File: src/tkr_pkg.sv
// Shared types, command codes and defaults for the top-k RSSI insertion list.
// No dependencies; every module of the block imports this package.
package tkr_pkg;

    // default number of list slots
    localparam int SLOTS_DEF = 6;

    // command codes of an input word
    localparam logic [1:0] CMD_START  = 2'd0;
    localparam logic [1:0] CMD_INSERT = 2'd1;
    localparam logic [1:0] CMD_REPORT = 2'd2;

    // input word
    typedef struct packed {
        logic [1:0]        command;
        logic signed [7:0] strength;
        logic [47:0]       station_id;
        logic [3:0]        radio_channel;
    } t_in_word;

    // output word, one per emitted entry
    typedef struct packed {
        logic [2:0]        rank;
        logic signed [7:0] ranked_strength;
        logic [47:0]       ranked_station;
        logic [3:0]        ranked_channel;
        logic              last_entry;
    } t_out_word;

    // one list slot
    typedef struct packed {
        logic signed [7:0] strength;
        logic [47:0]       station;
        logic [3:0]        channel;
    } t_slot;

    // controller commands to the datapath
    typedef struct packed {
        logic clear;
        logic insert;
        logic scan_start;
        logic scan_step;
        logic load_out;
    } t_dp_cmd;

    // datapath status to the controller
    typedef struct packed {
        logic scan_hit;
        logic scan_end;
    } t_dp_stat;

    // controller states
    typedef enum logic {
        ST_IDLE,
        ST_EMIT
    } t_state;

endpackage

File: src/top_k_rssi_insertion_list_core.sv
// Top level of the top-k RSSI insertion list: controller plus slot datapath.
// Depends on tkr_pkg, tkr_ctrl and tkr_slot_array.
//
// Start and insert words are accepted in idle and can be sent back to back: the
// insert compares the report against every slot at once and shifts the chain
// of slot cells in the same cycle. A report word walks the slot index counter
// from slot 0 to slot SLOTS-1, one slot per cycle while the output side does
// not stall, and holds the input stalled until the scan has ended; empty slots
// are skipped without producing a word and the final emitted word carries
// last_entry. The output register lets the next command be accepted while the
// final word of a report still waits to be taken.
module top_k_rssi_insertion_list_core
    import tkr_pkg::*;
#(
    parameter int SLOTS = SLOTS_DEF
) (
    input  logic      i_clk,
    input  logic      i_rst_n,
    input  logic      i_in_valid,
    output logic      o_in_stall,
    input  t_in_word  i_in_word,
    output logic      o_out_valid,
    input  logic      i_out_stall,
    output t_out_word o_out_word
);

    t_dp_cmd  w_cmd;
    t_dp_stat w_stat;

    tkr_ctrl u_ctrl (
        .i_clk       (i_clk),
        .i_rst_n     (i_rst_n),
        .i_in_valid  (i_in_valid),
        .i_command   (i_in_word.command),
        .o_in_stall  (o_in_stall),
        .o_out_valid (o_out_valid),
        .i_out_stall (i_out_stall),
        .i_stat      (w_stat),
        .o_cmd       (w_cmd)
    );

    tkr_slot_array #(
        .SLOTS (SLOTS)
    ) u_slots (
        .i_clk      (i_clk),
        .i_rst_n    (i_rst_n),
        .i_cmd      (w_cmd),
        .i_in_word  (i_in_word),
        .o_stat     (w_stat),
        .o_out_word (o_out_word)
    );

endmodule

File: src/tkr_slot_array.sv
// Datapath: sorted slot cells with compare-and-shift insert, report scan
// counter and output word register. Depends on tkr_pkg.
module tkr_slot_array
    import tkr_pkg::*;
#(
    parameter int SLOTS = SLOTS_DEF
) (
    input  logic      i_clk,
    input  logic      i_rst_n,
    input  t_dp_cmd   i_cmd,
    input  t_in_word  i_in_word,
    output t_dp_stat  o_stat,
    output t_out_word o_out_word
);

    localparam int IW = (SLOTS > 1) ? $clog2(SLOTS) : 1;

    t_slot            r_slot [SLOTS];
    t_slot            n_slot [SLOTS];
    t_slot            v_src  [SLOTS];
    logic [SLOTS-1:0] v_empty;
    logic [SLOTS-1:0] v_hit;
    logic [SLOTS-1:0] v_shift;
    logic             v_pre_stop;
    logic             v_pre_gt;
    logic             v_stop;
    t_slot            v_new;
    logic [IW-1:0]    r_idx;
    logic [IW-1:0]    n_idx;
    logic [SLOTS-1:0] v_above;
    t_out_word        r_out;
    t_out_word        n_out;

    // incoming entry
    assign v_new.strength = i_in_word.strength;
    assign v_new.station  = i_in_word.station_id;
    assign v_new.channel  = i_in_word.radio_channel;

    // shift source: each cell takes the one above it, cell 0 never shifts
    for (genvar g = 0; g < SLOTS; g++) begin : g_src
        if (g == 0) begin : g_top
            assign v_src[g] = '0;
        end else begin : g_rest
            assign v_src[g] = r_slot[g-1];
        end
        assign v_empty[g] = (r_slot[g].strength == 8'sd0);
    end

    // find the insert point: first empty slot or first strictly weaker entry
    always_comb begin
        v_pre_stop = 1'b0;
        v_pre_gt   = 1'b0;
        v_stop     = 1'b0;
        for (int i = 0; i < SLOTS; i++) begin
            v_stop     = v_empty[i] || (i_in_word.strength > r_slot[i].strength);
            v_hit[i]   = v_stop && !v_pre_stop;
            v_shift[i] = v_pre_gt;
            v_pre_gt   = v_pre_gt || (v_hit[i] && !v_empty[i]);
            v_pre_stop = v_pre_stop || v_stop;
        end
    end

    // next slot contents
    always_comb begin
        for (int i = 0; i < SLOTS; i++) begin
            n_slot[i] = r_slot[i];
            if (i_cmd.clear) begin
                n_slot[i] = '0;
            end else if (i_cmd.insert) begin
                if (v_hit[i]) begin
                    n_slot[i] = v_new;
                end else if (v_shift[i]) begin
                    n_slot[i] = v_src[i];
                end
            end
        end
    end

    always_ff @(posedge i_clk) begin
        for (int i = 0; i < SLOTS; i++) begin
            if (!i_rst_n) begin
                r_slot[i] <= '0;
            end else begin
                r_slot[i] <= n_slot[i];
            end
        end
    end

    // report scan counter
    always_comb begin
        n_idx = r_idx;
        if (i_cmd.scan_start) begin
            n_idx = '0;
        end else if (i_cmd.scan_step && (r_idx != IW'(SLOTS - 1))) begin
            n_idx = r_idx + IW'(1);
        end
    end

    always_ff @(posedge i_clk) begin
        if (!i_rst_n) begin
            r_idx <= '0;
        end else begin
            r_idx <= n_idx;
        end
    end

    // status and last-entry detect: no filled slot below the current one
    assign v_above         = ~v_empty >> r_idx;
    assign o_stat.scan_hit = !v_empty[r_idx];
    assign o_stat.scan_end = (r_idx == IW'(SLOTS - 1));

    // output word register
    always_comb begin
        n_out = r_out;
        if (i_cmd.load_out) begin
            n_out.rank            = 3'({1'b0, r_idx} + (IW + 1)'(1));
            n_out.ranked_strength = r_slot[r_idx].strength;
            n_out.ranked_station  = r_slot[r_idx].station;
            n_out.ranked_channel  = r_slot[r_idx].channel;
            n_out.last_entry      = ((v_above >> 1) == '0);
        end
    end

    always_ff @(posedge i_clk) begin
        r_out <= n_out;
    end

    assign o_out_word = r_out;

endmodule

File: src/tkr_ctrl.sv
// Controller: accepts commands, sequences the report scan and owns the
// output valid flag. Depends on tkr_pkg.
module tkr_ctrl
    import tkr_pkg::*;
(
    input  logic       i_clk,
    input  logic       i_rst_n,
    input  logic       i_in_valid,
    input  logic [1:0] i_command,
    output logic       o_in_stall,
    output logic       o_out_valid,
    input  logic       i_out_stall,
    input  t_dp_stat   i_stat,
    output t_dp_cmd    o_cmd
);

    t_state r_state;
    t_state n_state;
    logic   r_ov;
    logic   n_ov;
    logic   v_take;
    logic   v_out_free;

    assign v_take     = i_in_valid && (r_state == ST_IDLE);
    assign v_out_free = !r_ov || !i_out_stall;

    // state register
    always_ff @(posedge i_clk) begin
        if (!i_rst_n) begin
            r_state <= ST_IDLE;
            r_ov    <= 1'b0;
        end else begin
            r_state <= n_state;
            r_ov    <= n_ov;
        end
    end

    // next state and datapath commands
    always_comb begin
        n_state = r_state;
        o_cmd   = '0;
        unique case (r_state)
            ST_IDLE: begin
                if (v_take) begin
                    o_cmd.clear      = (i_command == CMD_START);
                    o_cmd.insert     = (i_command == CMD_INSERT);
                    o_cmd.scan_start = (i_command == CMD_REPORT);
                    if (i_command == CMD_REPORT) begin
                        n_state = ST_EMIT;
                    end
                end
            end
            ST_EMIT: begin
                if (v_out_free) begin
                    o_cmd.scan_step = 1'b1;
                    o_cmd.load_out  = i_stat.scan_hit;
                    if (i_stat.scan_end) begin
                        n_state = ST_IDLE;
                    end
                end
            end
            default: begin
                n_state = ST_IDLE;
            end
        endcase
    end

    // output valid flag
    always_comb begin
        n_ov = r_ov;
        if (o_cmd.load_out) begin
            n_ov = 1'b1;
        end else if (!i_out_stall) begin
            n_ov = 1'b0;
        end
    end

    assign o_in_stall  = (r_state != ST_IDLE);
    assign o_out_valid = r_ov;

    // a held word is never overwritten
    a_no_overwrite: assert property (@(posedge i_clk) disable iff (!i_rst_n)
        (r_ov && i_out_stall) |-> !o_cmd.load_out)
        else $error("output word overwritten while stalled");

    // a new word appears only from the scan
    a_rise_in_emit: assert property (@(posedge i_clk) disable iff (!i_rst_n)
        $rose(r_ov) |-> ($past(r_state) == ST_EMIT))
        else $error("output valid outside report scan");

    // an accepted report starts the scan
    a_report_scan: assert property (@(posedge i_clk) disable iff (!i_rst_n)
        (v_take && (i_command == CMD_REPORT)) |=> (r_state == ST_EMIT))
        else $error("report did not start scan");

    // the scan leaves only at its final slot
    a_scan_exit: assert property (@(posedge i_clk) disable iff (!i_rst_n)
        ((r_state == ST_EMIT) && (n_state == ST_IDLE)) |-> i_stat.scan_end)
        else $error("scan ended early");

endmodule
File: config.mk
export PLATFORM = sky130hd
export DESIGN_NAME = top_k_rssi_insertion_list_core
export DESIGN_NICKNAME = d
export VERILOG_FILES = /design/src/tkr_pkg.sv /design/src/top_k_rssi_insertion_list_core.sv /design/src/tkr_slot_array.sv /design/src/tkr_ctrl.sv
export SDC_FILE = /design/constraint.sdc
export NUM_CORES = 1
export LEC_CHECK = 0
export ABC_CLOCK_PERIOD_IN_PS = 11800
export BUFFER_PORTS_ARGS = -buffer_cell sky130_fd_sc_hd__buf_2
export CORE_MARGIN = 1
export CORE_UTILIZATION = 60
export DETAILED_ROUTE_END_ITERATION = 10
export HOLD_SLACK_MARGIN = 0.12
export PLACE_DENSITY = 0.9
export SLEW_MARGIN = 30
export SYNTH_ARGS = -nofsm -noshare
export SYNTH_HDL_FRONTEND = slang
export SYNTH_SLANG_ARGS = --single-unit
export TNS_END_PERCENT = 1
File: constraint.sdc
create_clock -name i_clk -period 11.8 [get_ports i_clk]
set_clock_uncertainty 0.15 [all_clocks]
set_input_delay 0.59 -clock i_clk [delete_from_list [all_inputs] [get_ports i_clk]]
set_output_delay 0.59 -clock i_clk [all_outputs]
set_load 0.05 [all_outputs]
==> implementation parameters, run 1 <==
Parameter                              Value

Clocking
  Number of buffers inserted by hold repair at cts    0
  Insertion delay to the later sink of the worst-skew pair    around 0.55 ns
  Clock Root Buffer    sky130_fd_sc_hd__clkbuf_16
  Number of buffers between clock root and the deepest sink    3
  Clock transition at path regs    around 0.060 ns
  TritonCTS buffer count    43
  Cts repair resizes    0
  Clock tree from TritonCTS    yes
  Setup Fix Bufs, Post-CTS    0
  CTS H-tree lvls    2
  Sinks on Clock Net    approximately 430

Route
  Iteration count of the initial detailed-routing pass    6
  Via count    17895
  Wire per inst    roughly 23 um
  Post-DRT Antenna Nets    0
  Residual DRC count    0
  Number of DRC markers in iteration 0    about 2100
  Via density    between 6 and 7
  Routed Wire Length    between 60000 and 70000 um

Worst setup path
  Flop2flop setup slack    about 6.8 ns
  Data required time of the critical path    ~12 ns
  Cell chain of the critical path    inv_1, ha_1, a21o_1, a2111oi_2, a221oi_1, a21boi_1, nand3_4, a31oi_4, buf_6, nor2_1, a211oi_1
  Buffering stage count on the worst path with inverters included    2
  Maximum fanout along the worst path    90
  Slowest library cell on the worst path    sky130_fd_sc_hd__a31oi_4
  End of the worst register-to-register path    u_slots.r_slot[2][14]$_SDFFE_PP0P_
  WS Path Type    reg2reg
  Maximum cell stage delay along the critical path    0.93 ns
  Crit-path leading delay family    compound AO/OA/AOI/OAI gates
  Critical path arrival    roughly 5.3 ns
  Reg2Reg Launch Point    u_slots.r_slot[1][57]$_SDFFE_PP0P_
  Setup crit end kind    flip-flop
  Setup crit start kind    flip-flop
  Worst r2r path cells    11

Timing
  Worst hold margin    0.182 ns
  Unrepaired setup endpoints after global routing    false
  Total of endpoints with negative setup slack in the final report    0
  Final-report max-slew violation count    0
  Min Clock Period, post-route    between 4 and 5 ns
  Share of the clock period used by the worst path after layout    0.420
  Setup_tns    0 ns
  Headroom to the max-slew limit    0.315
  Max Clock Freq    between 200 and 250 MHz
  Number of endpoints with negative hold slack in the final report    0
  Slew at the pin with the worst max-slew slack    around 1.0 ns

Pwr
  Switching Share    0.252
  Portion of total power attributed to combinational logic    0.103
  Sequential cell fraction of total power    0.478
  Cell Int Power    ~2.4 mW
  Worst ir drop on vdd    a little over 0.0001 V
  Power density over the cells    approximately 140 mW/mm^2
  Relative contribution of the clock network to total power    0.419
  LEAKAGE    roughly 9.7 nW
  Net switching component of the power    0.819 mW

Die
  Overall die width    roughly 190 um
  Area of the core    approximately 0.035 mm^2
  Cell row count    roughly 70
  Height of the die    roughly 190 um
  Effective utilization at floorplan    0.617
  I/O pin total    approximately 130
  Total Die Area    ~0.037 mm^2

Logic synthesis
  Cell types occupying the most area after synthesis    sky130_fd_sc_hd__dfxtp_1 34%, sky130_fd_sc_hd__mux2i_1 19%, sky130_fd_sc_hd__edfxtp_1 8.9%
  Syn avg cell area    9.98 um^2
  Area share of the largest cell type after synthesis    0.340
  EDFF count, synth    64
  Most area-hungry cell type in the Yosys netlist    sky130_fd_sc_hd__dfxtp_1
  Count of cell types in the netlist    around 50
  Total nets after synthesis    around 2300
  Syn. warnings    0
  Total of flip-flops plus latches after synthesis    429
  Share of flip-flops with an asynchronous set or reset after synthesis    0
  Number of cells produced by synthesis    about 2200
  Mapped cell area    approximately 0.022 mm^2
  Sequential cell area fraction in the yosys report    0.429
  List of most frequent post-synthesis cells    403 x sky130_fd_sc_hd__mux2i_1, 365 x sky130_fd_sc_hd__dfxtp_1, 323 x sky130_fd_sc_hd__nor2_1
  Most instantiated flip-flop cell in the synthesis netlist    sky130_fd_sc_hd__dfxtp_1
  Cell with the most instances after synthesis    sky130_fd_sc_hd__mux2i_1

Cells and area
  Post-layout instance count excluding filler cells    roughly 2700
  Signed area change from the synthesized netlist to the final layout    10.7%
  Share of layout cells above drive strength 1    0.139
  Net total in the final layout    2287
  Core utilization of the finished layout    0.683

Global routing
  Via count of the first global-routing pass    18012
  Pin count of the biggest net entering global routing    around 220
  GRT Total Usage    0.325
  Antenna violations before repair    11
  Global-route wire length before repair    ~95000 um
  GR Overflow Total    0

Placement
  Gp weighted congestion    roughly 0.95
  # placed instances    about 2600
  Port Buffer Count    131
  HPWL Detailed    35000 um

Status
  Status    finished, final reports clean

Hold path
  Path class of the lowest-slack min-delay path    in2reg
  Worst Hold Launch    i_rst_n
  Worst min-delay path endpoint    u_ctrl.o_out_valid$_SDFFE_PN0P_
  Number of instances on the worst hold path    2

Job
  Max-capacitance violation count    0
[flip-flops by register name (all words and copies together), names as in the netlist]
name and count:
u_ctrl.o_in_stall 1, u_ctrl.o_out_valid 1, u_slots.o_out_word 64, u_slots.r_idx 3, u_slots.r_slot 360
[power groups by stage]
stage                     Sequential, mW  Clock, mW  Combinational, mW
after detailed placement            1.59          0              0.324
after global routing                1.56       1.43              0.359
final                               1.56       1.36              0.335
after floorplan                     1.58          0              0.221
after global placement              1.58          0              0.308
after CTS                           1.55       1.37              0.328
[final cells by class]
type                            count  area, um^2
Tap cell                          455         569
Clock buffer                       71        1330
Fill cell                        2447       11100
Sequential cell                   429        9240
Timing Repair Buffer              157         942
Antenna cell                        7        17.5
Clock inverter                      8        82.6
Multi-Input combinational cell   1487       11400
Inverter                           53         199
[per-stage QoR]
| stage | power, mW | area (um^2) | setup slack, ns |
|---|---|---|---|
| 6_report | 3.26 | 23800 | 6.85 |
| 5_1_grt | 3.35 | 23800 | 6.58 |
| 3_3_place_gp | 1.89 | 22300 | 6.60 |
| 2_1_floorplan | 1.80 | 21500 | 4.96 |
| 4_1_cts | 3.25 | 23800 | 6.75 |
| 3_5_place_dp | 1.91 | 22400 | 6.46 |
[how the worst max path moves through the flow]
stage / from / endpoint / cells after the start
3_3_place_gp: i_in_word[57] / u_slots.r_slot[2][24]$_SDFFE_PP0P_ / 11
6_report: u_slots.r_slot[1][57]$_SDFFE_PP0P_ / u_slots.r_slot[2][14]$_SDFFE_PP0P_ / 11
3_5_place_dp: i_in_word[57] / u_slots.r_slot[2][32]$_SDFFE_PP0P_ / 11
5_1_grt: u_slots.r_slot[1][57]$_SDFFE_PP0P_ / u_slots.r_slot[2][58]$_SDFFE_PP0P_ / 11
4_1_cts: u_slots.r_slot[1][57]$_SDFFE_PP0P_ / u_slots.r_slot[2][14]$_SDFFE_PP0P_ / 11
2_1_floorplan: u_slots.r_idx[1]$_SDFFE_PP0P_ / u_slots.o_out_word[0]$_DFFE_PP_ / 5
[cell usage in the layout (no fill, tap or decap), types with 44 or more instances in the layout]
cell type / netlist / final
sky130_fd_sc_hd__o31ai_1: 62 / 61
sky130_fd_sc_hd__a21oi_1: 218 / 215
sky130_fd_sc_hd__buf_2: 35 / 131
sky130_fd_sc_hd__mux2i_1: 403 / 403
sky130_fd_sc_hd__clkbuf_16: 0 / 44
sky130_fd_sc_hd__a211oi_1: 186 / 186
sky130_fd_sc_hd__mux4_2: 61 / 61
sky130_fd_sc_hd__o21ai_0: 74 / 74
sky130_fd_sc_hd__nor2_1: 323 / 321
sky130_fd_sc_hd__dfxtp_1: 365 / 362
sky130_fd_sc_hd__edfxtp_1: 64 / 64
sky130_fd_sc_hd__ha_1: 50 / 50
sky130_fd_sc_hd__inv_1: 53 / 53
[kinds of logic (layout without fill, tap and decap cells)]
logic type,count (synthesis),after routing,share of synthesized area
xor gates and xnor gates,2,2,0.000815
DFF,429,429,0.429
adders and majority gates,50,50,0.0291
AOI/OAI and AO/OA,571,571,0.166
other,0,7,0
buffers and inverters,240,289,0.0462
muxes,464,464,0.251
and+or+nand+nor,400,400,0.0770
[routing by layer]
layer  GRT usage  routed length [um]
met5           0                  93
met4       0.174                2710
met3      0.0589                5270
met2       0.535               28300
met1       0.404               23700
[worst register-to-register path: cells and delay by family, from the launching register on]
kind                     cells  cell delay (ns)
AO/OA/AOI/OAI                6             2.53
adder cells (fa/ha/maj)      1             0.29
buffers and inverters        2             0.75
flip-flops                   1             0.44
AND/OR/NAND/NOR              2             0.68
Note: power is estimated with default switching activity, not from simulation.
==> run 2: changes to the inputs <==
Settings changed: ABC_CLOCK_PERIOD_IN_PS 11800 to 4850.
Clock period 11.8 ns to 4.85 ns, I/O delays scaled along.
==> run 2 against run 1 <==
Against the previous run:
- clock-buffer cell count down 8
- cell count up 2.6%
- critical path depth is 1 higher
- die area unchanged
- non-clock buffer count rose by 71
- routed wire length grew 3.4%
- via count up 3.7%
- worst setup slack worse by 6.1 ns
- global-route usage rose by 1.4 points
- first-iteration DRC count increased by 5.2%
- combinational power grew to 2.6 times the previous value
- hold slack improved by 0.038 ns
- critical endpoint is now u_slots.r_slot[5][44]$_SDFFE_PP0P_
- largest cell class unchanged
==> implementation parameters, run 2 (synthesis results as in run 1) <==
Parameter                              Value

Route
  Iteration count of the initial detailed-routing pass    6
  Via count    18555
  Residual DRC count    0
  Wire per inst    22.7 um
  Routed Wire Length    a little over 60000 um
  Via density    6.78
  Post-DRT Antenna Nets    0
  Number of DRC markers in iteration 0    between 2000 and 2500

Die
  Cell row count    68
  Total Die Area    0.0366 mm^2
  Area of the core    0.0349 mm^2
  Overall die width    ~190 um
  I/O pin total    ~130
  Height of the die    191 um
  Effective utilization at floorplan    0.617

Hold path
  Number of instances on the worst hold path    5
  Path class of the lowest-slack min-delay path    in2reg

Clocking
  Cts repair resizes    0
  Insertion delay to the later sink of the worst-skew pair    0.58 ns
  TritonCTS buffer count    44
  Clock transition at path regs    ~0.070 ns
  Clock tree from TritonCTS    yes
  CTS H-tree lvls    2
  Number of buffers between clock root and the deepest sink    3
  Clock Root Buffer    sky130_fd_sc_hd__clkbuf_16
  Sinks on Clock Net    roughly 430

Placement
  Gp weighted congestion    0.980
  HPWL Detailed    35500 um
  Port Buffer Count    around 130

Global routing
  Via count of the first global-routing pass    between 15000 and 20000
  Pin count of the biggest net entering global routing    161
  GR Overflow Total    0
  GRT Total Usage    0.339
  Antenna violations before repair    5
  Global-route wire length before repair    about 99000 um

Worst setup path
  Setup crit end kind    flip-flop
  Maximum cell stage delay along the critical path    0.69 ns
  Worst r2r path cells    11
  Cell chain of the critical path    dlygate4sd3_1, buf_2, ha_1, a21o_1, a2111oi_2, o211ai_1, a21boi_1, nand4_1, a21oi_4, buf_4, o31ai_1, a21oi_1
  Maximum fanout along the worst path    60
  Buffering stage count on the worst path with inverters included    3
  WS Path Type    in2reg
  Flop2flop setup slack    between 0.7 and 0.8 ns
  Crit-path leading delay family    compound AO/OA/AOI/OAI gates
  Data required time of the critical path    about 5.2 ns
  Setup crit start kind    input port
  Slowest library cell on the worst path    sky130_fd_sc_hd__buf_4
  Critical path arrival    about 4.4 ns
  Cell depth of the worst setup path    12

Timing
  Final-report max-slew violation count    0
  Setup_tns    0 ns
  Unrepaired setup endpoints after global routing    false
  Number of endpoints with negative hold slack in the final report    0
  Max Clock Freq    roughly 240 MHz
  Share of the clock period used by the worst path after layout    0.845
  Slew at the pin with the worst max-slew slack    ~1.0 ns
  Min Clock Period, post-route    slightly above 4 ns
  Total of endpoints with negative setup slack in the final report    0
  Headroom to the max-slew limit    0.311

Cells and area
  Net total in the final layout    approximately 2400
  Area taken by flip-flops and latches    approximately 0.0092 mm^2
  Share of layout cells above drive strength 1    0.138
  Number of flip-flops in the largest register    360
  Highest-count cells in the layout ignoring fill and taps    403 x sky130_fd_sc_hd__mux2i_1, 362 x sky130_fd_sc_hd__dfxtp_1, 321 x sky130_fd_sc_hd__nor2_1
  Signed area change from the synthesized netlist to the final layout    14.3%
  Core utilization of the finished layout    0.705
  Fill count    2377
  Most common library cell in the layout ignoring fill and taps    sky130_fd_sc_hd__mux2i_1
  Footprint of the multi-input gates    between 0.01 and 0.015 mm^2
  Register bank with the most flops    u_slots.r_slot

Pwr
  LEAKAGE    approximately 10 nW
  Worst ir drop on vdd    roughly 0.00024 V
  Power density over the cells    329 mW/mm^2

Job
  Max-capacitance violation count    0

Status
  Status    finished, final reports clean
## run 2: cell types whose count changed in the layout (fill, tap and decap cells not counted), sizes merged
cell and delta:
clkbuf -8, buf +5, bufinv +1, clkinv +9
dlygate4sd3 +66, clkinvlp +1, diode -5
## run 2: worst paths after layout
kind,start,to
setup / recovery,i_in_word[57],u_slots.r_slot[5][44]$_SDFFE_PP0P_
hold / removal,i_in_valid,u_slots.r_idx[0]$_SDFFE_PP0P_
setup reg to reg,u_slots.r_slot[1][57]$_SDFFE_PP0P_,u_slots.r_slot[5][44]$_SDFFE_PP0P_
hold reg to reg,u_slots.r_slot[1][35]$_SDFFE_PP0P_,u_slots.r_slot[1][35]$_SDFFE_PP0P_
## run 2: metrics by stage
stage / power (mW) / cell area, um^2 / setup slack (ns) / instances / hold WS (ns)
6_report: 8.08 / 24600 / 0.753 / 2736 / 0.221
5_1_grt: 8.31 / 24600 / 0.550 / 2735 / 0.242
4_1_cts: 8.05 / 24600 / 0.882 / 2734 / 0.157
3_5_place_dp: 4.65 / 22500 / 0.894 / 2586 / 0.355
3_3_place_gp: 4.61 / 22400 / 0.957 / 2585 / 0.344
2_1_floorplan: 4.39 / 21500 / 0.267 / 2156 / 0.210
## run 2: area by class of cell
| type | count | area share |
|---|---|---|
| diodes | 2 | 0.000204 |
| clock buffers | 63 | 0.0528 |
| clock inverters | 19 | 0.00657 |
| inverters | 53 | 0.00809 |
| multi-input cells | 1487 | 0.465 |
| flip-flops and latches | 429 | 0.376 |
| well taps | 455 | 0.0232 |
| repair buffers | 228 | 0.0684 |
## run 2: layer usage
| metal | vias up | wire length [um] | share of wire | GRT usage |
|---|---|---|---|---|
| met3 | 272 | 5680 | 0.091 | 0.0703 |
| li1 | 8152 | - | - | - |
| met1 | 8944 | 23900 | 0.39 | 0.419 |
| met2 | 1181 | 29700 | 0.48 | 0.556 |
| met4 | 6 | 2740 | 0.044 | 0.178 |
| met5 | - | 41 | 0.00066 | 0 |
## run 2: where the power goes
group          leakage [nW]  total, mW  internal [mW]  switching, mW
Sequential             3.62       3.79           3.70         0.0917
Clock                 0.715       3.42           1.98           1.45
Combinational          5.68      0.863          0.337          0.526
Total                  10.0       8.08           6.01           2.07
## run 2: what timing repair did
action | in CTS | in global routing
hold buffers | 66 | 0
buffers inserted | 0 | 0
hold endpoints to repair | 362 | 0
## run 2: worst reg2reg max path, delay by kind of cell (launching register included)
family	cells	cell delay, ns
AOI/OAI and AO/OA	7	1.97
buffers and inverters	2	0.77
DFF	1	0.43
and+or+nand+nor	1	0.39
adders and majority gates	1	0.31
